===== config.mk =====
export PLATFORM = sky130hd
export DESIGN_NAME = random_page_replacement_unit_flat
export DESIGN_NICKNAME = d
export VERILOG_FILES = /design/src/rpr_pkg.sv /design/src/rpr_if.sv /design/src/rpr_cell.sv /design/src/random_page_replacement_unit.sv /design/src/flat_wrapper.sv
export SDC_FILE = /design/constraint.sdc
export NUM_CORES = 1
export LEC_CHECK = 0
export BUFFER_PORTS_ARGS = -buffer_cell sky130_fd_sc_hd__buf_2
export CORE_MARGIN = 2
export CORE_UTILIZATION = 56
export DETAILED_ROUTE_END_ITERATION = 12
export PLACE_DENSITY = 0.76
export SLEW_MARGIN = 20
export SYNTH_ARGS = -nofsm -noshare
export SYNTH_HDL_FRONTEND = slang
export SYNTH_SLANG_ARGS = --single-unit
export TNS_END_PERCENT = 30

===== constraint.sdc =====
create_clock -name i_clk -period 3.45 [get_ports i_clk]
set_clock_uncertainty 0.2 [all_clocks]
set_input_delay 0.5175 -clock i_clk [delete_from_list [all_inputs] [get_ports i_clk]]
set_output_delay 0.5175 -clock i_clk [all_outputs]
set_load 0.02 [all_outputs]

===== src/rpr_pkg.sv =====
// shared types, constants and helpers for the random page replacement unit
package rpr_pkg;

    localparam int FRAMES_DEF = 8;
    localparam int FRAMES_MAX = 64;
    localparam int FIDX_W     = $clog2(FRAMES_MAX);
    localparam int PAGE_W     = 16;
    localparam int VICT_W     = 3;
    localparam int HIT_W      = 32;

    // input transaction payload
    typedef struct packed {
        logic [PAGE_W-1:0] page_number;
        logic [VICT_W-1:0] victim_frame;
    } t_ref;

    // output transaction payload
    typedef struct packed {
        logic              was_hit;
        logic              was_replaced;
        logic [VICT_W-1:0] frame_index;
        logic [PAGE_W-1:0] evicted_page;
        logic [HIT_W-1:0]  hit_total;
    } t_res;

    // search token walking down the frame chain
    typedef struct packed {
        logic              valid;
        logic [PAGE_W-1:0] page;
        logic [FIDX_W-1:0] victim;
        logic              hit;
        logic [FIDX_W-1:0] hit_idx;
        logic              empty;
        logic [FIDX_W-1:0] empty_idx;
        logic [PAGE_W-1:0] victim_page;
    } t_token;

    // frame write broadcast to every cell
    typedef struct packed {
        logic              en;
        logic [FIDX_W-1:0] idx;
        logic [PAGE_W-1:0] page;
    } t_wr;

    typedef enum logic [1:0] {
        ST_IDLE,
        ST_SCAN,
        ST_DONE
    } t_state;

    // victim index wrapped into the frame count, repeated subtraction on 6 bits
    function automatic logic [FIDX_W-1:0] frame_mod(input logic [VICT_W-1:0] v, input int n);
        logic [FIDX_W-1:0] r;
        r = FIDX_W'(v);
        for (int k = 0; k < 8; k++) begin
            if (int'(r) >= n) begin
                r = r - FIDX_W'(n);
            end
        end
        return r;
    endfunction

endpackage


===== src/rpr_if.sv =====
// handshake interfaces for page references and replacement results
interface rpr_ref_if;
    import rpr_pkg::*;
    logic valid;
    logic ready;
    t_ref data;
    modport source (output valid, output data, input ready);
    modport sink (input valid, input data, output ready);
endinterface

interface rpr_res_if;
    import rpr_pkg::*;
    logic valid;
    logic ready;
    t_res data;
    modport source (output valid, output data, input ready);
    modport sink (input valid, input data, output ready);
endinterface


===== src/rpr_cell.sv =====
// one frame cell: holds a page and updates the passing search token
module rpr_cell
    import rpr_pkg::*;
#(
    parameter int CELL_IDX = 0
) (
    input  logic   i_clk,
    input  logic   i_rst_n,
    input  t_token i_tok,
    input  t_wr    i_wr,
    output t_token o_tok
);

    localparam logic [FIDX_W-1:0] MY_IDX = FIDX_W'(CELL_IDX);

    logic [PAGE_W-1:0] r_page;
    t_token            r_tok;
    t_token            n_tok;

    always_comb begin
        n_tok = i_tok;
        if (!i_tok.hit && r_page == i_tok.page) begin
            n_tok.hit     = 1'b1;
            n_tok.hit_idx = MY_IDX;
        end
        if (!i_tok.empty && r_page == '0) begin
            n_tok.empty     = 1'b1;
            n_tok.empty_idx = MY_IDX;
        end
        if (i_tok.victim == MY_IDX) begin
            n_tok.victim_page = r_page;
        end
    end

    always_ff @(posedge i_clk) begin
        if (!i_rst_n) begin
            r_page      <= '0;
            r_tok.valid <= 1'b0;
        end else begin
            if (i_wr.en && i_wr.idx == MY_IDX) begin
                r_page <= i_wr.page;
            end
            r_tok <= n_tok;
        end
    end

    assign o_tok = r_tok;

endmodule


===== src/random_page_replacement_unit.sv =====
// random page replacement unit: frame cell chain with search control and result register
// a new reference is taken only after the previous one's token has walked the cell chain and its result is committed
// a zero page reference is accepted and dropped with no result
// reset (synchronous, active low) empties every frame and clears the hit counter
// a finished result waits in the output register while the next reference is taken
module random_page_replacement_unit
    import rpr_pkg::*;
#(
    parameter int FRAMES = FRAMES_DEF
) (
    input logic        i_clk,
    input logic        i_rst_n,
    rpr_ref_if.sink    i_ref,
    rpr_res_if.source  o_res
);

    t_state r_state;
    t_state n_state;

    // captured reference
    logic [PAGE_W-1:0] r_page;
    logic [VICT_W-1:0] r_victim;
    logic              r_start;

    // token chain, entry zero driven here, last entry comes back
    t_token tok [FRAMES+1];
    t_token r_acc;

    logic             r_out_valid;
    t_res             r_out;
    logic [HIT_W-1:0] r_hit_count;
    logic [HIT_W-1:0] n_hit_count;

    logic              in_fire;
    logic              out_free;
    logic              commit;
    logic              ref_ready;
    logic [FIDX_W-1:0] frame_sel;
    t_wr               wr;

    assign in_fire  = i_ref.valid && ref_ready;
    assign out_free = !r_out_valid || o_res.ready;

    // next state
    always_comb begin
        n_state = r_state;
        unique case (r_state)
            ST_IDLE: begin
                if (in_fire && i_ref.data.page_number != '0) begin
                    n_state = ST_SCAN;
                end
            end
            ST_SCAN: begin
                if (tok[FRAMES].valid) begin
                    n_state = ST_DONE;
                end
            end
            ST_DONE: begin
                if (out_free) begin
                    n_state = ST_IDLE;
                end
            end
            default: n_state = ST_IDLE;
        endcase
    end

    // state outputs
    always_comb begin
        ref_ready = 1'b0;
        commit    = 1'b0;
        unique case (r_state)
            ST_IDLE: ref_ready = 1'b1;
            ST_SCAN: ;
            ST_DONE: commit = out_free;
            default: ;
        endcase
    end

    // token launched into the first cell the cycle after accept
    always_comb begin
        tok[0]             = '0;
        tok[0].valid       = r_start;
        tok[0].page        = r_page;
        tok[0].victim      = frame_mod(r_victim, FRAMES);
    end

    for (genvar g = 0; g < FRAMES; g++) begin : g_cell
        rpr_cell #(
            .CELL_IDX(g)
        ) u_cell (
            .i_clk  (i_clk),
            .i_rst_n(i_rst_n),
            .i_tok  (tok[g]),
            .i_wr   (wr),
            .o_tok  (tok[g+1])
        );
    end

    // frame chosen: hit first, then lowest empty, then wrapped victim
    always_comb begin
        if (r_acc.hit) begin
            frame_sel = r_acc.hit_idx;
        end else if (r_acc.empty) begin
            frame_sel = r_acc.empty_idx;
        end else begin
            frame_sel = r_acc.victim;
        end
        wr.en   = commit && !r_acc.hit;
        wr.idx  = frame_sel;
        wr.page = r_acc.page;
    end

    // saturating hit counter
    always_comb begin
        n_hit_count = r_hit_count;
        if (commit && r_acc.hit && r_hit_count != '1) begin
            n_hit_count = r_hit_count + 1'b1;
        end
    end

    always_ff @(posedge i_clk) begin
        if (!i_rst_n) begin
            r_state     <= ST_IDLE;
            r_start     <= 1'b0;
            r_out_valid <= 1'b0;
            r_hit_count <= '0;
        end else begin
            r_state     <= n_state;
            r_start     <= in_fire && i_ref.data.page_number != '0;
            r_hit_count <= n_hit_count;
            if (commit) begin
                r_out_valid <= 1'b1;
            end else if (o_res.ready) begin
                r_out_valid <= 1'b0;
            end
        end
    end

    // payload registers
    always_ff @(posedge i_clk) begin
        if (in_fire) begin
            r_page   <= i_ref.data.page_number;
            r_victim <= i_ref.data.victim_frame;
        end
        if (r_state == ST_SCAN && tok[FRAMES].valid) begin
            r_acc <= tok[FRAMES];
        end
        if (commit) begin
            r_out.was_hit      <= r_acc.hit;
            r_out.was_replaced <= !r_acc.hit && !r_acc.empty;
            r_out.frame_index  <= frame_sel[VICT_W-1:0];
            r_out.evicted_page <= (!r_acc.hit && !r_acc.empty) ? r_acc.victim_page : '0;
            r_out.hit_total    <= n_hit_count;
        end
    end

    assign i_ref.ready = ref_ready;
    assign o_res.valid = r_out_valid;
    assign o_res.data  = r_out;

endmodule


===== src/flat_wrapper.sv =====
// flat-port wrapper written by rule: the top's interface ports become plain ports
module random_page_replacement_unit_flat import rpr_pkg::*;
#(
    parameter int FRAMES = FRAMES_DEF
)
  (i_clk, i_rst_n, i_ref_valid, i_ref_data, i_ref_ready, o_res_valid, o_res_data, o_res_ready);
  rpr_ref_if i_ref_i ();
  rpr_res_if o_res_i ();
  input logic i_clk;
  input logic i_rst_n;
  input wire logic [$bits(i_ref_i.valid)-1:0] i_ref_valid;
  input wire logic [$bits(i_ref_i.data)-1:0] i_ref_data;
  output wire logic [$bits(i_ref_i.ready)-1:0] i_ref_ready;
  output wire logic [$bits(o_res_i.valid)-1:0] o_res_valid;
  output wire logic [$bits(o_res_i.data)-1:0] o_res_data;
  input wire logic [$bits(o_res_i.ready)-1:0] o_res_ready;
  assign i_ref_i.valid = i_ref_valid;
  assign i_ref_i.data = i_ref_data;
  assign i_ref_ready = i_ref_i.ready;
  assign o_res_valid = o_res_i.valid;
  assign o_res_data = o_res_i.data;
  assign o_res_i.ready = o_res_ready;
  random_page_replacement_unit #(.FRAMES(FRAMES)) u_core (.i_clk(i_clk), .i_rst_n(i_rst_n), .i_ref(i_ref_i), .o_res(o_res_i));
endmodule

==> results of run 1 <==
[through the flow]
| step | cells | area [µm²] |
|---|---|---|
| finish | 2320 | 27100 |
| detailed placement | 2188 | 24900 |
| global route | 2319 | 27100 |
| floorplan | 1611 | 23800 |
| global placement | 2188 | 24900 |
| CTS | 2319 | 27100 |
[cells in the mapped netlist (8+ instances only)]
| cell | n | area [µm²] |
|---|---|---|
| nand2_1 | 50 | 188 |
| and2_1 | 49 | 307 |
| a21oi_1 | 17 | 85.1 |
| nor2b_1 | 8 | 50.1 |
| or2_2 | 18 | 113 |
| nand2b_1 | 29 | 181 |
| inv_1 | 8 | 30.0 |
| nand4_1 | 31 | 194 |
| mux2i_1 | 143 | 1430 |
| nor2_1 | 151 | 567 |
| nor3_1 | 19 | 95.1 |
| nand3_1 | 26 | 130 |
| mux2_2 | 115 | 1290 |
| xnor2_1 | 54 | 473 |
| edfxtp_1 | 445 | 13400 |
| xor2_1 | 88 | 771 |
| clkbuf_1 | 57 | 214 |
| dfxtp_1 | 172 | 3440 |
| or4_1 | 13 | 97.6 |
| nor4_1 | 53 | 332 |
| o31ai_1 | 8 | 60.1 |
[cell type report]
| type | count | area, µm² |
|---|---|---|
| tap | 539 | 674 |
| clock inverter | 25 | 295 |
| inverter | 8 | 32.5 |
| antenna | 1 | 2.50 |
| multi-input combinational | 922 | 6780 |
| sequential | 617 | 16800 |
| fill | 2954 | 14800 |
| clock buffer | 87 | 1690 |
| timing repair buffer | 121 | 823 |
[worst max-delay path, stage by stage (launching register included)]
cell	delay [ns]
dfxtp_1	0.46
nand4_2	0.23
or4_4	0.61
or3_1	0.46
or4_4	0.56
a21oi_1	0.15
[cells by family after synthesis]
group | after synthesis | synth area share (%)
flip-flops | 617 | 70.5
AND/OR/NAND/NOR | 482 | 10.6
multiplexers | 258 | 11.4
XOR/XNOR | 142 | 5.22
buffers and inverters | 72 | 1.17
AO/OA/AOI/OAI | 39 | 0.997
adder cells (fa/ha/maj) | 1 | 0.0525
[state kept, by name, indices dropped and copies added, names as in the netlist]
signal and count:
u_core.g_cell.u_cell.o_tok 338, u_core.g_cell.u_cell.r_page 128, u_core.o_res.data 53, u_core.r_acc 43
u_core.r_hit_count 32, u_core.r_page 16, u_core.r_victim 3, u_core.r_state 2
u_core.o_res.valid 1, u_core.r_start 1
[final timing paths]
kind                            slack [ns]                     end                              from
worst max register to register        0.70  u_core.r_hit_count[25]             u_core.r_hit_count[9]
worst min-delay path                  0.03      u_core.o_res.valid                       o_res_ready
worst max-delay path                  0.70  u_core.r_hit_count[25]             u_core.r_hit_count[9]
worst min register to register        0.22         u_core.r_acc[1]  u_core.g_cell[7].u_cell.o_tok[1]
[report_power, final]
group          internal, mW  total, mW  switching [mW]
Sequential             8.22       8.32           0.106
Combinational         0.181      0.426           0.245
Clock                  3.85       6.51            2.66
Total                  12.2       15.3            3.01
[layer usage]
layer  GRT usage, %  wire (µm)  up-vias
met3           2.77       1800      115
met4           10.2       1930        0
li1               -          -     6159
met5              0          0        -
met2           36.7      23100      359
met1           27.1      19500     6389
[repair_timing]
item                       in CTS  in global routing
setup endpoints to repair       0                  0
hold endpoints to repair       19                  0
hold buffers                   19                  0
gates resized for setup         0                  0
==> PnR_summary.wiki, run 1 <==
{| class="wikitable"
! Metric !! Value
|-
| P per Cell Area || 563 nW/µm²
|-
| Total of warnings raised by yosys || 0
|-
| Root Buffer || clkbuf_16
|-
| Chip Height || 210 µm
|-
| Signed area change from the synthesized netlist to the final layout || 13.7%
|-
| Clock-pin slew reported for the worst setup and hold paths after clock tree synthesis || 0.06 ns
|-
| Time the final worst path needs with I/O delays and setup || 2.75 ns
|-
| IO buf count || 77
|-
| Worst setup path class || reg2reg
|-
| Number of rows created at floorplan || 75
|-
| Global router's overall resource usage || 21.4%
|-
| Synth Flop Type || edfxtp_1
|-
| Die area || 44200 µm²
|-
| Number of buffers created by CTS || 59
|-
| Routed length per instance || 20.0 µm
|-
| GR Overflow Total || 0
|-
| Drt via density || 5.61
|-
| Max H-tree Level || 2
|-
| Initial core utilization || 56.8%
|-
| Largest net degree at the start of global routing || 108
|-
| Element type at the critical path start || flip-flop
|-
| Die span in x || 210 µm
|-
| Length of the first detailed-routing pass in iterations || 5
|-
| Gate count of the mapped netlist || 1611
|-
| PnR Total Power || 15.3 mW
|-
| Number of buffers on the longest clock path || 3
|-
| Remaining antenna violation count after routing || 0
|-
| Final number of max-transition violations || 0
|-
| Fraction of the core area covered by cells at the end of the flow || 64.6%
|-
| Post-placement worst setup slack || 0.743 ns
|-
| Data arrival time at the worst-slack endpoint || 3.09 ns
|-
| Detailed-placement wirelength estimate || 32000 µm
|-
| Endpoint kind of the worst setup timing path || flip-flop
|-
| Post-synth net total || 1635
|-
| Netlist Area Pre-Place || 23800 µm²
|-
| Worst reg2reg path depth || 5
|-
| Post-detailed-routing wire length || 46400 µm
|-
| Largest voltage drop on the vdd net || 0.490 mV
|-
| Post-Route Hold Slack || 0.0333 ns
|-
| Hold path depth || 3
|-
| First DRT Iteration DRCs || 933
|-
| Core Area || 41900 µm²
|-
| Via count of the routed design || 13000
|-
| Post-route setup TNS || 0 ns
|-
| Clk Latency, worst-skew pair || 0.62 ns
|-
| Flip-flop and latch count after synthesis || 617
|-
| Final-stage net count || 1753
|-
| Top-Level Pins || 78
|-
| Fraction of the yosys area taken by sequential cells || 70.5%
|-
| Initial antenna violation count || 0
|-
| Worst slew margin relative to its limit || 35.6%
|-
| Outcome || finished, final reports clean
|-
| Worst Setup Slack, final || 0.703 ns
|-
| Setup Buffers After CTS || 0
|-
| Crit path required time || 3.79 ns
|-
| Fraction of layout cells with a size suffix above 1 || 18.9%
|-
| Number of enable-type register cells in the synthesized netlist || 445
|-
| Clock tree from TritonCTS || done
|-
| Average size of a mapped cell || 14.8 µm²
|-
| Leading cell types in the layout, fill and taps excluded || edfxtp_1, dfxtp_1, nor2_1, mux2i_1, mux2_2
|-
| Synth async-reset ratio || 0%
|-
| Final-report hold violation count || 0
|-
| Number of global-route vias before repair || 13200
|-
| Most common cell after layout, fill and taps aside || edfxtp_1
|-
| Final Setup Violations || 0
|-
| Worst-Margin Slew || 0.963 ns
|-
| Max-Cap Viols || 0
|-
| Peak clock frequency supported by timing || 364 MHz
|-
| Distinct cell type count of the synthesized netlist || 41
|-
| Sink Count || 617
|-
| Crit share post-route || 79.6%
|-
| Gpl congestion || 0.874
|-
| DRC errors left || 0
|-
| Maximum net fanout on the critical path || 7
|-
| Leakage power || 10.5 nW
|-
| RSZ-0062 raised after global routing || false
|-
| Wire length of the first global-routing pass || 72500 µm
|-
| Kind of path behind the tightest hold check || in2reg
|}
Note: power is estimated with default switching activity, not from simulation.
==> inputs of run 2 (changes only) <==
--- a/config.mk
+++ b/config.mk
@@ -7,9 +7,9 @@
 export LEC_CHECK = 0
 export BUFFER_PORTS_ARGS = -buffer_cell sky130_fd_sc_hd__buf_2
 export CORE_MARGIN = 2
-export CORE_UTILIZATION = 56
+export CORE_UTILIZATION = 62
 export DETAILED_ROUTE_END_ITERATION = 12
-export PLACE_DENSITY = 0.76
+export PLACE_DENSITY = 0.8
 export SLEW_MARGIN = 20
 export SYNTH_ARGS = -nofsm -noshare
 export SYNTH_HDL_FRONTEND = slang
==> constraint.sdc (replaced) <==
create_clock -name i_clk -period 2.6 [get_ports i_clk]
set_clock_uncertainty 0.2 [all_clocks]
set_input_delay 0.39 -clock i_clk [delete_from_list [all_inputs] [get_ports i_clk]]
set_output_delay 0.39 -clock i_clk [all_outputs]
set_load 0.02 [all_outputs]
==> PnR_summary.wiki, run 2 (synthesis gave the netlist of run 1 again) <==
{| class="wikitable"
! Metric !! Value
|-
| Final-report hold violation count || 0
|-
| Initial core utilization || 63.1%
|-
| Initial antenna violation count || 1
|-
| Clk Latency, worst-skew pair || 0.61 ns
|-
| Slowest stage cell, crit path || or4_4
|-
| Worst-Margin Slew || 0.892 ns
|-
| Max H-tree Level || 2
|-
| Top cell by count, worst path || or4_4
|-
| Critical path buffer and inverter count || 0
|-
| Leakage power || 10.6 nW
|-
| First DRT Iteration DRCs || 737
|-
| Number of rows created at floorplan || 71
|-
| CP Cell Sequence || nand2_1 > or4_4 > or3_4 > or4_4 > a21oi_1
|-
| Layout Cells excl Fill || 2302
|-
| Routed length per instance || 20.0 µm
|-
| Number of buffers on the longest clock path || 3
|-
| Drt via density || 5.63
|-
| PnR Total Power || 20.2 mW
|-
| Data arrival time at the worst-slack endpoint || 2.78 ns
|-
| Sink Count || 617
|-
| Die span in x || 200 µm
|-
| Max-Cap Viols || 0
|-
| Time the final worst path needs with I/O delays and setup || 2.46 ns
|-
| Crit path required time || 2.92 ns
|-
| Length of the first detailed-routing pass in iterations || 5
|-
| Top-Level Pins || 78
|-
| Outcome || finished, final reports clean
|-
| Post-detailed-routing wire length || 46100 µm
|-
| Cell family contributing the most delay on the critical path || simple AND/OR/NAND/NOR gates
|-
| Worst setup path class || reg2reg
|-
| GR Overflow Total || 0
|-
| RSZ-0062 raised after global routing || false
|-
| Flip-flop count of the largest register after layout || 338
|-
| Final Setup Violations || 0
|-
| IO buf count || 77
|-
| Remaining antenna violation count after routing || 0
|-
| Wire length of the first global-routing pass || 72000 µm
|-
| Die area || 40000 µm²
|-
| Number of fill cells || 2358
|-
| Worst Setup Slack, final || 0.137 ns
|-
| Crit-path max cell delay || 0.55 ns
|-
| Crit share post-route || 94.7%
|-
| Chip Height || 200 µm
|-
| Largest voltage drop on the vdd net || 0.586 mV
|-
| Via count of the routed design || 13000
|-
| Root Buffer || clkbuf_16
|-
| Most common cell after layout, fill and taps aside || edfxtp_1
|-
| Post-placement worst setup slack || -0.00251 ns
|-
| Post-placement cell count || 2174
|-
| DRC errors left || 0
|-
| Leading cell types in the layout, fill and taps excluded || edfxtp_1, dfxtp_1, nor2_1, mux2i_1, mux2_2
|-
| Endpoint kind of the worst setup timing path || flip-flop
|-
| Final-stage net count || 1767
|-
| Number of buffers created by CTS || 58
|-
| Kind of path behind the tightest hold check || in2reg
|-
| Global router's overall resource usage || 23.7%
|-
| Worst slew margin relative to its limit || 40.3%
|-
| Maximum net fanout on the critical path || 7
|-
| Detailed-placement wirelength estimate || 32000 µm
|-
| Clock tree from TritonCTS || done
|-
| Gpl congestion || 0.943
|-
| P per Cell Area || 739 nW/µm²
|-
| Largest net degree at the start of global routing || 73
|-
| Number of global-route vias before repair || 13100
|-
| Final number of max-transition violations || 0
|-
| Count of antenna diodes in the layout || 0
|-
| Fraction of layout cells with a size suffix above 1 || 19.5%
|-
| Setup Buffers After CTS || 0
|-
| Fraction of the core area covered by cells at the end of the flow || 72.3%
|-
| Clock-pin slew reported for the worst setup and hold paths after clock tree synthesis || 0.06 ns
|-
| Post-route setup TNS || 0 ns
|-
| Element type at the critical path start || flip-flop
|-
| Core Area || 37800 µm²
|-
| Peak clock frequency supported by timing || 406 MHz
|-
| Signed area change from the synthesized netlist to the final layout || 14.5%
|}
run 2: changes by cell type in the layout (fill, tap and decap cells not counted), moves of 2 or more:
| cell | before | now |
|---|---|---|
| clkinv_1 | 3 | 8 |
| clkbuf_1 | 18 | 13 |
| buf_12 | 4 | 14 |
| buf_4 | 21 | 25 |
| clkinv_2 | 11 | 9 |
run 2: final timing paths:
| path | start | to | slack, ns | depth (start not counted) |
|---|---|---|---|---|
| min | i_rst_n | u_core.g_cell[0].u_cell.o_tok[1] | 0.03 | 1 |
| min reg2reg | u_core.g_cell[7].u_cell.o_tok[12] | u_core.r_acc[12] | 0.22 | 0 |
| max | u_core.r_hit_count[13] | u_core.r_hit_count[25] | 0.14 | 5 |
| max reg2reg | u_core.r_hit_count[13] | u_core.r_hit_count[25] | 0.14 | 5 |
run 2: layer usage:
metal  global-route usage (%)  vias to the layer above  share of wire, %
met5                        0                        -                 0
met4                     9.27                        0               3.3
met3                     3.91                       92               4.8
met2                     40.9                      350                50
met1                     30.3                     6353                42
li1                         -                     6167                 -
run 2: where the power goes:
part / internal [mW] / switching [mW]
Combinational: 0.250 / 0.322
Clock: 5.10 / 3.47
Sequential: 10.9 / 0.140
Total: 16.2 / 3.93
run 2: timing repair:
| item | in CTS | in global routing |
|---|---|---|
| hold buffers | 20 | 0 |
| gates resized for setup | 2 | 2 |
| gates cloned | 0 | 0 |
| hold endpoints to repair | 20 | 0 |
| endpoints found under the setup margin | 1 | 3 |
run 2: through the flow:
step	hold slack [ns]	area, µm²
6_report	0.0272	27300
5_1_grt	0.0259	27300
4_1_cts	0.00686	27300
3_5_place_dp	0.205	25100
3_3_place_gp	0.200	25100
2_1_floorplan	0.200	23800
run 2: worst register-to-register path: cells and delay by family (launching register included):
family | cells | cell delay, ns
flops | 1 | 0.41
compound gates | 1 | 0.16
simple gates | 4 | 1.63
run 2: layout make-up:
cell class	count	area (µm²)	share of cell area (%)
flip-flops and latches	617	16800	61.6
multi-input cells	922	6800	24.9
clock buffers	81	1650	6.04
repair buffers	136	1060	3.90
well taps	511	639	2.34
clock inverters	27	309	1.13
inverters	8	32.5	0.119
==> inputs of run 3 (changes only) <==
--- a/config.mk
+++ b/config.mk
@@ -7,11 +7,12 @@
 export LEC_CHECK = 0
 export BUFFER_PORTS_ARGS = -buffer_cell sky130_fd_sc_hd__buf_2
 export CORE_MARGIN = 2
-export CORE_UTILIZATION = 62
+export CORE_UTILIZATION = 63
 export DETAILED_ROUTE_END_ITERATION = 12
 export PLACE_DENSITY = 0.8
 export SLEW_MARGIN = 20
 export SYNTH_ARGS = -nofsm -noshare
 export SYNTH_HDL_FRONTEND = slang
+export SYNTH_HIERARCHICAL = 1
 export SYNTH_SLANG_ARGS = --single-unit
 export TNS_END_PERCENT = 30
==> PnR_summary.wiki, run 3 <==
{| class="wikitable"
! Metric !! Value
|-
| Outcome || finished, final reports clean
|-
| Post-Route Hold Slack || 0.0482 ns
|-
| GRT met1 Usage || 29.1%
|-
| Synth async-reset ratio || 0%
|-
| Worst-Margin Slew || 0.690 ns
|-
| Worst slew margin relative to its limit || 54.0%
|-
| Data arrival time at the worst-slack endpoint || 2.77 ns
|-
| Initial core utilization || 64.0%
|-
| Die area || 46800 µm²
|-
| Fraction of the yosys area taken by sequential cells || 69.2%
|-
| Met2 usage in global routing || 39.7%
|-
| Met3 layer usage reported by global route || 3.52%
|-
| Number of buffers on the longest clock path || 3
|-
| Number of rows created at floorplan || 77
|-
| Leading cell types in the layout, fill and taps excluded || edfxtp_1, dfxtp_1, nor2b_1, mux2i_1, xnor2_1
|-
| Flip-flop and latch count after synthesis || 712
|-
| Top cell by count, worst path || buf_4
|-
| Routed length per instance || 19.6 µm
|-
| P per Cell Area || 726 nW/µm²
|-
| Area used by multi-input combinational logic || 8720 µm²
|-
| Number of global-route vias before repair || 15200
|-
| GR Overflow Total || 0
|-
| Gate count of the mapped netlist || 1779
|-
| Distinct cell type count of the synthesized netlist || 65
|-
| Total of warnings raised by yosys || 6
|-
| Core Area || 44400 µm²
|-
| Flip-flop count of the largest register after layout || 424
|-
| Detailed-placement wirelength estimate || 36100 µm
|-
| Cell types with the largest area share after synthesis || edfxtp_1, dfxtp_1, mux2i_1
|-
| Clk Latency, worst-skew pair || 0.59 ns
|-
| Time the final worst path needs with I/O delays and setup || 2.51 ns
|-
| DRC errors left || 0
|-
| Number of fill cells || 2645
|-
| Cell types with the highest counts after synthesis || edfxtp_1, dfxtp_1, nor2b_1
|-
| Worst setup startpoint || u_core/r_acc[22]
|-
| Element type at the critical path start || flip-flop
|-
| Initial antenna violation count || 1
|-
| Length of the first detailed-routing pass in iterations || 7
|-
| Leakage power || 12.2 nW
|-
| Wire length of the first global-routing pass || 82700 µm
|-
| Post-route setup TNS || 0 ns
|-
| RSZ-0062 raised after global routing || true
|-
| Number of buffers created by CTS || 71
|-
| Peak clock frequency supported by timing || 399 MHz
|-
| Average size of a mapped cell || 16.0 µm²
|-
| Reg area || 19700 µm²
|-
| CP Cell Sequence || buf_4 > mux2i_1 > o21ai_1 > buf_4 > nor4b_4 > nand2_2 > buf_4 > mux2i_1 > nor2b_1
|-
| Crit-path max cell delay || 0.45 ns
|-
| Post-synthesis mux area share || 11.1%
|-
| Synthesized-area fraction occupied by ao, oa, aoi and oai cells || 2.33%
|-
| Final-report hold violation count || 0
|-
| Share of Yosys cell area claimed by the top area cell type || 57.1%
|-
| Count of antenna diodes in the layout || 0
|-
| Kind of path behind the tightest hold check || in2reg
|-
| Area share of and/or/nand/nor cells after synthesis || 11.7%
|-
| Most common cell in the synthesized netlist || edfxtp_1
|-
| Post-synthesis share of cell area spent on xor and xnor gates || 4.56%
|-
| Max-Cap Viols || 0
|-
| Fraction of layout cells with a size suffix above 1 || 22.6%
|-
| Via count of the routed design || 14800
|-
| Main combinational cell family by area after synthesis || simple AND/OR/NAND/NOR gates
|-
| Final-stage net count || 2038
|-
| IO buf count || 77
|-
| Netlist Area Pre-Place || 28400 µm²
|-
| Largest voltage drop on the vdd net || 0.599 mV
|-
| Maximum net fanout on the critical path || 16
|-
| Synthesized-area fraction occupied by adder cells || 0.0440%
|-
| Max H-tree Level || 3
|-
| Remaining antenna violation count after routing || 0
|-
| Sink Count || 712
|-
| Gpl congestion || 0.832
|-
| Synth Flop Type || edfxtp_1
|-
| Global router's overall resource usage || 22.8%
|-
| Most common cell after layout, fill and taps aside || edfxtp_1
|-
| Reg2reg start || u_core/r_acc[22]
|-
| Crit share post-route || 96.5%
|-
| Global-route layer with the greatest usage || met2
|-
| Clock tree from TritonCTS || done
|-
| First DRT Iteration DRCs || 943
|-
| Largest net degree at the start of global routing || 85
|-
| Top-Level Pins || 78
|-
| Post-detailed-routing wire length || 52300 µm
|-
| Clock-pin slew reported for the worst setup and hold paths after clock tree synthesis || 0.06 ns
|-
| Worst setup path class || reg2reg
|-
| Register-to-register setup slack || 0.09 ns
|-
| Die span in x || 216 µm
|-
| Slowest stage cell, crit path || edfxtp_1
|-
| Origin of the worst min-delay path || i_rst_n
|-
| Signed area change from the synthesized netlist to the final layout || 15.6%
|-
| Final number of max-transition violations || 0
|-
| Chip Height || 216 µm
|-
| Area leader, netlist || edfxtp_1
|-
| Final Setup Violations || 0
|-
| Number of enable-type register cells in the synthesized netlist || 540
|-
| Endpoint kind of the worst setup timing path || flip-flop
|-
| Drt via density || 5.56
|-
| Root Buffer || clkbuf_16
|-
| Crit path required time || 2.86 ns
|}
run 3: changes by cell type after synthesis, moves of 16 or more:
cell | previous run | this run
a21boi_0 | 0 | 33
mux2_4 | 0 | 51
xor2_1 | 88 | 35
clkbuf_1 | 57 | 22
a21o_1 | 0 | 16
xnor2_1 | 54 | 113
mux2_2 | 115 | 78
and2_1 | 49 | 31
nor2_1 | 151 | 30
edfxtp_1 | 445 | 540
nor2b_1 | 8 | 165
run 3: final timing paths:
kind                                                          end  depth (start not counted)
worst min-delay path            u_core/g_cell[1].u_cell/o_tok[30]                          1
worst min register to register                   u_core/r_acc[49]                          0
worst max-delay path            u_core/g_cell[2].u_cell/r_page[8]                          9
worst max register to register  u_core/g_cell[2].u_cell/r_page[8]                          9
run 3: cell families after synthesis:
| kind of cell | count (synthesis) |
|---|---|
| AO/OA/AOI/OAI | 90 |
| multiplexers | 280 |
| flip-flops | 712 |
| AND/OR/NAND/NOR | 501 |
| XOR/XNOR | 148 |
| other | 1 |
| buffers and inverters | 46 |
| adder cells (fa/ha/maj) | 1 |
run 3: report_power, final:
group          switching [mW]  internal, mW  leakage [nW]
combinational           0.366         0.359          4.54
sequential              0.180          12.7          6.54
clock                    4.13          6.13          1.17
total                    4.68          19.2          12.2
run 3: per-stage QoR:
| stage | cells | cell area [µm²] | power, mW | util, % | setup slack [ns] |
|---|---|---|---|---|---|
| CTS | 2665 | 32800 | 24.0 | 73.8 | 0.0152 |
| global placement | 2510 | 30100 | 13.8 | 67.9 | -0.0542 |
| detailed placement | 2510 | 30100 | 13.8 | 67.9 | -0.216 |
| global route | 2665 | 32800 | 24.6 | 74.0 | -0.0123 |
| finish | 2665 | 32800 | 23.8 | 74.0 | 0.0911 |
| floorplan | 1816 | 28600 | 13.4 | - | -0.266 |
run 3: cell type report:
| type | count | area share, % |
|---|---|---|
| multi-input combinational | 1058 | 26.5 |
| tap | 592 | 2.25 |
| timing repair buffer | 166 | 4.01 |
| inverter | 5 | 0.0571 |
| clock buffer | 105 | 6.52 |
| sequential | 712 | 59.8 |
| clock inverter | 27 | 0.769 |
run 3: per-layer routing:
| layer | share of wire (%) | wire length (µm) | up-vias |
|---|---|---|---|
| met2 | 51 | 26700 | 345 |
| met5 | 0 | 0 | - |
| li1 | - | - | 7064 |
| met4 | 2.7 | 1400 | 0 |
| met1 | 42 | 21800 | 7330 |
| met3 | 4.7 | 2450 | 82 |
run 3: timing repair:
action                     4_1_cts  5_1_grt
hold buffers                    20        0
setup buffers                    3        0
setup endpoints to repair      102       50
gates cloned                     0        0
hold endpoints to repair        20        0
gates resized for setup          4       13
pin swaps                        0        3
run 3: worst max-delay path, delay by kind of cell, from the launching register on:
family / cells / cell delay, ns
buffers and inverters: 3 / 0.62
and+or+nand+nor: 3 / 0.60
DFF: 1 / 0.45
muxes: 2 / 0.39
AOI/OAI and AO/OA: 1 / 0.12
